$ cat src/rtl/convex_polygon_plane_clipper_core_macros.svh
// ----------------------------------------------------------------------------
// Clipper assertion macros
// Concurrent checks on clk, disabled while rst is high.
// ----------------------------------------------------------------------------
`ifndef CONVEX_POLYGON_PLANE_CLIPPER_CORE_MACROS_SVH
`define CONVEX_POLYGON_PLANE_CLIPPER_CORE_MACROS_SVH
`ifndef SYNTH
`define CPPC_ASSERT_ALWAYS(lbl, expr, msg) \
  lbl: assert property (@(posedge clk) disable iff (rst) (expr)) else $error(msg);
`define CPPC_ASSERT_IMPL(lbl, ante, cons, msg) \
  lbl: assert property (@(posedge clk) disable iff (rst) (ante) |-> (cons)) else $error(msg);
`define CPPC_ASSERT_NEXT(lbl, ante, cons, msg) \
  lbl: assert property (@(posedge clk) disable iff (rst) (ante) |=> (cons)) else $error(msg);
`else
`define CPPC_ASSERT_ALWAYS(lbl, expr, msg)
`define CPPC_ASSERT_IMPL(lbl, ante, cons, msg)
`define CPPC_ASSERT_NEXT(lbl, ante, cons, msg)
`endif
`endif

$ cat src/rtl/cppc_pkg.sv
// ----------------------------------------------------------------------------
// Clipper package
// Shared constants, codes and controller/datapath word types.
// ----------------------------------------------------------------------------
package cppc_pkg;

  localparam int MAX_POINTS_DEF = 16;
  localparam int COORD_W        = 48;
  localparam int NORM_W         = 18;
  localparam int EPS_W          = 17;
  localparam int CFG_IDX_W      = 3;
  localparam int RATIO_BITS     = 24;
  localparam int OUT_MARGIN     = 4;

  localparam logic signed [NORM_W-1:0]  NORM_ONE     = 18'sd65536;
  localparam logic signed [NORM_W-1:0]  NORM_NEG_ONE = -18'sd65536;
  localparam logic signed [NORM_W-1:0]  NORM_X_RST   = 18'sd65536;
  localparam logic [EPS_W-1:0]          EPS_RST      = 17'd6554;

  typedef enum logic [CFG_IDX_W-1:0] {
    REG_NORMAL_X  = 3'd0,
    REG_NORMAL_Y  = 3'd1,
    REG_NORMAL_Z  = 3'd2,
    REG_OFFSET    = 3'd3,
    REG_EPSILON   = 3'd4,
    REG_KEEP_ON   = 3'd5
  } reg_idx_t;

  typedef enum logic [1:0] {
    ST_CLIPPED   = 2'd0,
    ST_UNCHANGED = 2'd1,
    ST_CULLED    = 2'd2,
    ST_OVERFLOW  = 2'd3
  } status_t;

  typedef enum logic [1:0] {
    SIDE_ABOVE = 2'd0,
    SIDE_BELOW = 2'd1,
    SIDE_ON    = 2'd2
  } side_t;

  typedef enum logic [1:0] {
    AXIS_X = 2'd0,
    AXIS_Y = 2'd1,
    AXIS_Z = 2'd2
  } axis_t;

  typedef enum logic [2:0] {
    EMIT_NONE,
    EMIT_STORED,
    EMIT_PREV,
    EMIT_CROSS,
    EMIT_CULLED,
    EMIT_OVERFLOW
  } emit_t;

  typedef enum logic [1:0] {
    ACC_HOLD,
    ACC_LOAD,
    ACC_ADD
  } acc_op_t;

  typedef struct packed {
    logic    load;
    logic    set_ovf;
    logic    mul_en;
    axis_t   axis;
    acc_op_t acc_op;
    logic    dist_en;
    logic    classify;
    logic    clear;
    logic    rd_en;
    logic    take_first;
    logic    take_cur_mem;
    logic    take_cur_first;
    logic    advance;
    logic    div_init;
    logic    div_step;
    logic    lerp_diff;
    logic    lerp_mul;
    logic    lerp_sum;
    logic    lerp_add;
    emit_t   emit;
    logic    last;
  } cmd_t;

  typedef struct packed {
    logic full;
    logic ovf;
    logic keep_on;
    logic no_front;
    logic no_back;
    logic too_many;
    logic prev_kept;
    logic crossing;
  } stat_t;

endpackage

$ cat src/rtl/cppc_ctrl.sv
// ----------------------------------------------------------------------------
// Clipper controller
// Sequences vertex load, polygon resolve and the output walks.
// ----------------------------------------------------------------------------
module cppc_ctrl #(
  parameter int MAX_POINTS = cppc_pkg::MAX_POINTS_DEF
) (
  input  logic                                   clk,
  input  logic                                   rst,
  input  logic                                   start,
  input  logic                                   last_vertex,
  output logic                                   busy,
  input  cppc_pkg::stat_t                        stat,
  input  logic [$clog2(MAX_POINTS+1)-1:0]        n_count,
  input  logic [$clog2(2*MAX_POINTS+cppc_pkg::OUT_MARGIN+2)-1:0] m_count,
  output cppc_pkg::cmd_t                         cmd,
  output logic [$clog2(MAX_POINTS)-1:0]          rd_addr
);

  localparam int IW = $clog2(MAX_POINTS);
  localparam int CW = $clog2(MAX_POINTS + 1);
  localparam int MW = $clog2(2 * MAX_POINTS + cppc_pkg::OUT_MARGIN + 2);
  localparam int BW = $clog2(cppc_pkg::RATIO_BITS);

  typedef enum logic [4:0] {
    S_IDLE, S_MUL_X, S_MUL_Y, S_MUL_Z, S_ACC, S_DIST, S_CLASS, S_RESOLVE,
    S_U_RD, S_U_OUT, S_C_RD0, S_C_LD0, S_C_RD, S_C_GET, S_C_VERT,
    S_C_DIV_INIT, S_C_DIV, S_L_DIFF, S_L_MUL, S_L_SUM, S_L_ADD,
    S_C_CROSS, S_C_NEXT, S_FIN
  } state_t;

  state_t            state;
  logic [IW-1:0]     idx;
  logic [MW-1:0]     oc;
  logic [BW-1:0]     bit_cnt;
  cppc_pkg::axis_t   axis;
  logic              last_flag;

  logic [CW-1:0]     idx_inc;
  logic [MW-1:0]     oc_inc;
  logic              more;
  logic              res_unch, res_flag;

  assign idx_inc  = CW'(idx) + CW'(1);
  assign oc_inc   = oc + MW'(1);
  assign more     = idx_inc < n_count;
  assign res_unch = (stat.keep_on && stat.no_front && stat.no_back)
                  || (!stat.no_front && stat.no_back);
  assign res_flag = stat.ovf || (!res_unch && (stat.no_front || stat.too_many));
  assign busy     = (state != S_IDLE);

  always_ff @(posedge clk) begin
    if (rst) begin
      state     <= S_IDLE;
      idx       <= '0;
      oc        <= '0;
      bit_cnt   <= '0;
      axis      <= cppc_pkg::AXIS_X;
      last_flag <= 1'b0;
    end else begin
      case (state)
        S_IDLE: begin
          if (start) begin
            last_flag <= last_vertex;
            if (!stat.full) begin
              state <= S_MUL_X;
            end else if (last_vertex) begin
              state <= S_RESOLVE;
            end
          end
        end
        S_MUL_X: state <= S_MUL_Y;
        S_MUL_Y: state <= S_MUL_Z;
        S_MUL_Z: state <= S_ACC;
        S_ACC:   state <= S_DIST;
        S_DIST:  state <= S_CLASS;
        S_CLASS: state <= last_flag ? S_RESOLVE : S_IDLE;
        S_RESOLVE: begin
          idx <= '0;
          oc  <= '0;
          if (res_flag) begin
            state <= S_FIN;
          end else if (res_unch) begin
            state <= S_U_RD;
          end else begin
            state <= S_C_RD0;
          end
        end
        S_U_RD: state <= S_U_OUT;
        S_U_OUT: begin
          if (more) begin
            idx   <= idx + IW'(1);
            state <= S_U_RD;
          end else begin
            state <= S_FIN;
          end
        end
        S_C_RD0: state <= S_C_LD0;
        S_C_LD0: state <= S_C_RD;
        S_C_RD:  state <= S_C_GET;
        S_C_GET: state <= S_C_VERT;
        S_C_VERT: begin
          if (stat.prev_kept) begin
            oc <= oc_inc;
          end
          state <= stat.crossing ? S_C_DIV_INIT : S_C_NEXT;
        end
        S_C_DIV_INIT: begin
          bit_cnt <= '0;
          state   <= S_C_DIV;
        end
        S_C_DIV: begin
          if (bit_cnt == BW'(cppc_pkg::RATIO_BITS - 1)) begin
            axis  <= cppc_pkg::AXIS_X;
            state <= S_L_DIFF;
          end else begin
            bit_cnt <= bit_cnt + BW'(1);
          end
        end
        S_L_DIFF: state <= S_L_MUL;
        S_L_MUL:  state <= S_L_SUM;
        S_L_SUM:  state <= S_L_ADD;
        S_L_ADD: begin
          case (axis)
            cppc_pkg::AXIS_X: begin
              axis  <= cppc_pkg::AXIS_Y;
              state <= S_L_DIFF;
            end
            cppc_pkg::AXIS_Y: begin
              axis  <= cppc_pkg::AXIS_Z;
              state <= S_L_DIFF;
            end
            default: state <= S_C_CROSS;
          endcase
        end
        S_C_CROSS: begin
          oc    <= oc_inc;
          state <= S_C_NEXT;
        end
        S_C_NEXT: begin
          if (more) begin
            idx   <= idx + IW'(1);
            state <= S_C_RD;
          end else begin
            state <= S_FIN;
          end
        end
        S_FIN:   state <= S_IDLE;
        default: state <= S_IDLE;
      endcase
    end
  end

  always_comb begin
    cmd      = '0;
    cmd.axis = axis;
    rd_addr  = idx;
    case (state)
      S_IDLE: begin
        cmd.load    = start && !stat.full;
        cmd.set_ovf = start && stat.full;
      end
      S_MUL_X: begin
        cmd.mul_en = 1'b1;
        cmd.axis   = cppc_pkg::AXIS_X;
      end
      S_MUL_Y: begin
        cmd.mul_en = 1'b1;
        cmd.axis   = cppc_pkg::AXIS_Y;
        cmd.acc_op = cppc_pkg::ACC_LOAD;
      end
      S_MUL_Z: begin
        cmd.mul_en = 1'b1;
        cmd.axis   = cppc_pkg::AXIS_Z;
        cmd.acc_op = cppc_pkg::ACC_ADD;
      end
      S_ACC:   cmd.acc_op   = cppc_pkg::ACC_ADD;
      S_DIST:  cmd.dist_en  = 1'b1;
      S_CLASS: cmd.classify = 1'b1;
      S_RESOLVE: begin
        if (res_flag) begin
          cmd.last = 1'b1;
          cmd.emit = (!stat.ovf && !res_unch && stat.no_front) ? cppc_pkg::EMIT_CULLED
                                                               : cppc_pkg::EMIT_OVERFLOW;
        end
      end
      S_U_RD: cmd.rd_en = 1'b1;
      S_U_OUT: begin
        cmd.emit = cppc_pkg::EMIT_STORED;
        cmd.last = !more;
      end
      S_C_RD0: begin
        cmd.rd_en = 1'b1;
        rd_addr   = '0;
      end
      S_C_LD0: cmd.take_first = 1'b1;
      S_C_RD: begin
        cmd.rd_en = more;
        rd_addr   = idx_inc[IW-1:0];
      end
      S_C_GET: begin
        cmd.take_cur_mem   = more;
        cmd.take_cur_first = !more;
      end
      S_C_VERT: begin
        if (stat.prev_kept) begin
          cmd.emit = cppc_pkg::EMIT_PREV;
          cmd.last = (oc_inc == m_count);
        end
      end
      S_C_DIV_INIT: cmd.div_init  = 1'b1;
      S_C_DIV:      cmd.div_step  = 1'b1;
      S_L_DIFF:     cmd.lerp_diff = 1'b1;
      S_L_MUL:      cmd.lerp_mul  = 1'b1;
      S_L_SUM:      cmd.lerp_sum  = 1'b1;
      S_L_ADD:      cmd.lerp_add  = 1'b1;
      S_C_CROSS: begin
        cmd.emit = cppc_pkg::EMIT_CROSS;
        cmd.last = (oc_inc == m_count);
      end
      S_C_NEXT: cmd.advance = 1'b1;
      S_FIN:    cmd.clear   = 1'b1;
      default: ;
    endcase
  end

`include "convex_polygon_plane_clipper_core_macros.svh"

`CPPC_ASSERT_ALWAYS(a_bit_range, bit_cnt < BW'(cppc_pkg::RATIO_BITS), "divider step count out of range")
`CPPC_ASSERT_IMPL(a_unch_idx, state == S_U_OUT, CW'(idx) < n_count, "unchanged walk past vertex count")
`CPPC_ASSERT_IMPL(a_cross_cnt, state == S_C_CROSS, oc < m_count, "clip walk emits more words than counted")

endmodule
$ cat config.mk
export PLATFORM = sky130hd
export DESIGN_NAME = cppc_ctrl
export DESIGN_NICKNAME = d
export VERILOG_FILES = /design/src/rtl/cppc_pkg.sv /design/src/rtl/cppc_ctrl.sv
export VERILOG_INCLUDE_DIRS = /design/src /design/src/rtl
export SDC_FILE = /design/constraint.sdc
export NUM_CORES = 1
export LEC_CHECK = 0
export ABC_AREA = 1
export BUFFER_PORTS_ARGS = -buffer_cell sky130_fd_sc_hd__buf_2
export CORE_MARGIN = 2
export CORE_UTILIZATION = 34
export CTS_BUF_LIST = sky130_fd_sc_hd__clkbuf_2
export CTS_CLUSTER_DIAMETER = 100
export DETAILED_ROUTE_END_ITERATION = 8
export PLACE_DENSITY = 0.56
export SETUP_SLACK_MARGIN = 0.3
export SLEW_MARGIN = 20
export SYNTH_ARGS = -nofsm -noshare
export SYNTH_HDL_FRONTEND = slang
export SYNTH_SLANG_ARGS = --single-unit
$ cat constraint.sdc
create_clock -name clk -period 2.9 [get_ports clk]
set_input_delay 0.29 -clock clk [delete_from_list [all_inputs] [get_ports clk]]
set_output_delay 0.29 -clock clk [all_outputs]
set_load 0.02 [all_outputs]
==> impl_metrics.tcl <==
set metrics [dict create \
    grt_pass1_wl_um 8852 \
    antenna_cells 0 \
    fmax_mhz 402.8 \
    path_clk_slew_ns 0.22 \
    reg2reg_depth 13 \
    sw_frac_of_total_pct 49.95 \
    synth.distinct_cells 33 \
    cp.required_ns 2.61 \
    setup_ws_ns 0.4173 \
    vdd_drop_max_v 0.0003561 \
    worst_r2r_endpoint "idx[2]" \
    period_share_pct 85.61 \
    remaining_drc_errors 0 \
    synth-xor-area-share_pct 4.075 \
    antenna_found_initial 0 \
    syn-cell-area_um2 1934 \
    final_cell_area_um2 2411 \
    hold_depth 3 \
    placed_area_um2 2272 \
    worstSkewPairLatency_ns 0.34 \
    seq_area_frac_synth_pct 23.80 \
    hold_end "last_flag" \
    nNetsFinal 413 \
    route.met2.wl_um 2334 \
    final_cells 454 \
    ys_top_cells_by_area "dfxtp_1 24%, nand2_1 15%, nor2_1 10%, inv_1 8.5%, nand3_1 6.0%" \
    drt-initial-drc-count 88 \
    synth_ff_type "dfxtp_1" \
    grt_max_degree 16 \
    track_usage_pct 17.41 \
    cts_buffers 3 \
    hp-start "last_vertex" \
    grt_pass1_vias 1941 \
    hold_viol 0 \
    ant_nets 0 \
    gr-total-overflow 0 \
    synthSimpleGateAreaFrac_pct 42.82 \
    area_growth_pct 24.64 \
    synth_edf_count 0 \
    postCtsHoldBufs 0 \
    wl_met1_um 2574 \
    power_frac_seq_pct 34.2 \
    fin_crit_ns 2.483 \
    die-area_um2 6308 \
    h-tree-depth 1 \
    finalSetupViolations 0 \
    crit_fanout 5 \
    fin_tns_setup_ns 0 \
    ff2ff_setup_slack_ns 0.66 \
    clock_power_share_pct 11.8 \
    slew_viol_final 0 \
    cts.path.max_buffers 2 \
    synth_compound_area_share_pct 13.26 \
    skew_ns 0.001273 \
    min_path_type "input pin to flip-flop" \
    drtPass1Iterations 5 \
    ys_ff_latch 23 \
    ys_warn_count 0 \
    design.core.area_um2 5507 \
    route.final.wire_length_um 5280 \
    nFillCells 631 \
    relSlewSlack_pct 64.13 \
    yosys.area_share.adder_pct 4.528 \
    crit_type "flip-flop to primary output" \
    synth_top_cell_area_share_pct 23.80 \
    top_layer_used "met4" \
    cellPowerDensity_nw_per_um2 465.4 \
    synth_mux_area_share_pct 0 \
    timing.rr.start "idx[0]" \
    internal_power_uw 561.6 \
    yosysTopAreaCell "dfxtp_1" \
    row_count 27 \
    dp_cells 442 \
    cts_root_buf "clkbuf_2" \
    cp-start-kind "flip-flop" \
    cap_violations 0 \
    vias 2160 \
    worst-slew-pin-transition_ns 0.5335 \
    synthCells 321 \
    via_per_inst 4.758 \
    die_x_um 79.43 \
    pre_cts_ws_ns 0.5209 \
    pwr-share-comb_pct 53.9 \
    status "finished, final reports clean" \
    drive_gt1_share_pct 29.06 \
    synth_top_family_by_area "simple AND/OR/NAND/NOR gates" \
    gp_congestion 0.8610 \
    hpwl_um 4177 \
    cts_tree "done" \
    wl_per_cell_um 11.63 \
    async_reset_ff_share_pct 0 \
    clock-sinks 23 \
    crit_path_end_kind "primary output" \
    die_y_um 79.43 \
    synth_area_per_cell_um2 6.026 \
    dr_wl_met3_um 320 \
    hold_slack_ns 0.1709 \
    total_leakage_power_uw 0.001283 \
    ios 53 \
    cp.arrival_ns 2.19 \
    place.port_buffers 52 \
    syn-num-nets 351 \
    start_util_pct 35.13 \
    power_switching_uw 560.4 \
    rsz0062_at_grt "true" \
]
## power by group through the flow
stage               Sequential (uW)  Combinational (uW)  Clock, uW
floorplan                       386                 434          0
global placement                393                 604          0
detailed placement              393                 595          0
CTS                             387                 599        141
global route                    390                 683        155
finish                          384                 605        133
## registers in the layout, indices dropped and copies added (netlist names)
signal	cells
idx	4
state	5
oc	6
bit_cnt	5
axis	2
last_flag	1
## final cells by class
cell class	count	area, um2	area share [%]
clock buffer	3	15.01	0.6227
clock inverter	1	5.005	0.2076
inverter	52	195.2	8.095
multi-input combinational	241	1294	53.66
sequential	23	473.0	19.62
tap	72	90.09	3.736
timing repair buffer	62	339.1	14.06
## worst max path at each step
stage	startpoint	endpoint	slack (ns)	depth (start not counted)
CTS	idx[0]	cmd[14]	0.32	12
floorplan	idx[0]	cmd[14]	0.66	10
global placement	idx[0]	cmd[0]	0.60	12
detailed placement	idx[0]	cmd[0]	0.52	12
global route	idx[0]	cmd[0]	0.28	13
finish	idx[0]	cmd[0]	0.42	11
## metal layers
layer  GRT usage [%]  up-vias
met3           2.602        7
li1                -     1138
met1           24.17      955
met5               0        -
met2           28.32       60
met4           4.138        0
## cell families after synthesis
| kind of cell | after synthesis |
|---|---|
| simple gates | 181 |
| fa+ha+maj | 7 |
| buf+inv | 57 |
| compound gates | 44 |
| xor+xnor | 9 |
| flops | 23 |
## placed cells by master (no fill, tap or decap), types with 2 or more instances in the layout
cell / netlist / routed
a21oi_2: 3 / 3
nor2_2: 4 / 8
nor2_1: 53 / 49
buf_4: 2 / 9
inv_1: 44 / 44
o21ai_0: 14 / 13
nor2_4: 7 / 7
a22o_1: 2 / 2
inv_2: 8 / 8
dfxtp_1: 23 / 19
nand3_2: 3 / 4
ha_1: 7 / 6
dfxtp_4: 0 / 3
nand2_1: 76 / 76
xor2_1: 7 / 5
nor3_1: 3 / 3
o21ai_1: 2 / 3
nand2_2: 4 / 4
xnor2_1: 2 / 2
nand4_1: 3 / 3
a21oi_1: 18 / 18
clkbuf_2: 0 / 3
xor2_2: 0 / 2
buf_2: 1 / 52
nand3_1: 23 / 22
## critical path, stage by stage, from the launching register on
cell and delay (ns):
dfxtp_4 0.42, ha_4 0.17, xor2_2 0.15, ha_1 0.31
buf_4 0.14, nand2_1 0.05, nor2_1 0.05, nor2_2 0.12
nor2_1 0.08, nor2_2 0.13, nand2_1 0.07, buf_2 0.15
## per-stage QoR
step,power [uW],util (%)
global placement,996.7,41.26
finish,1122,43.79
CTS,1126,42.01
detailed placement,988.0,41.26
global route,1229,43.79
floorplan,820.8,-
## synth_stat cells (all sizes together) (2+ instances only)
master,n
xnor2,2
o21ai,16
or2,2
xor2,7
nor3,3
nand4,3
inv,52
a22o,2
nand3,26
buf,3
dfxtp,23
nor2,64
nand2,81
ha,7
a21oi,21
clkbuf,2
## what timing repair did
item                                    4_1_cts  5_1_grt
endpoints found under the hold margin         0        0
setup buffers                                 1        7
pin swaps                                     1        4
endpoints found under the setup margin        3        6
gates resized for setup                       5       13
No activity file was read; power rests on OpenSTA's default activity.
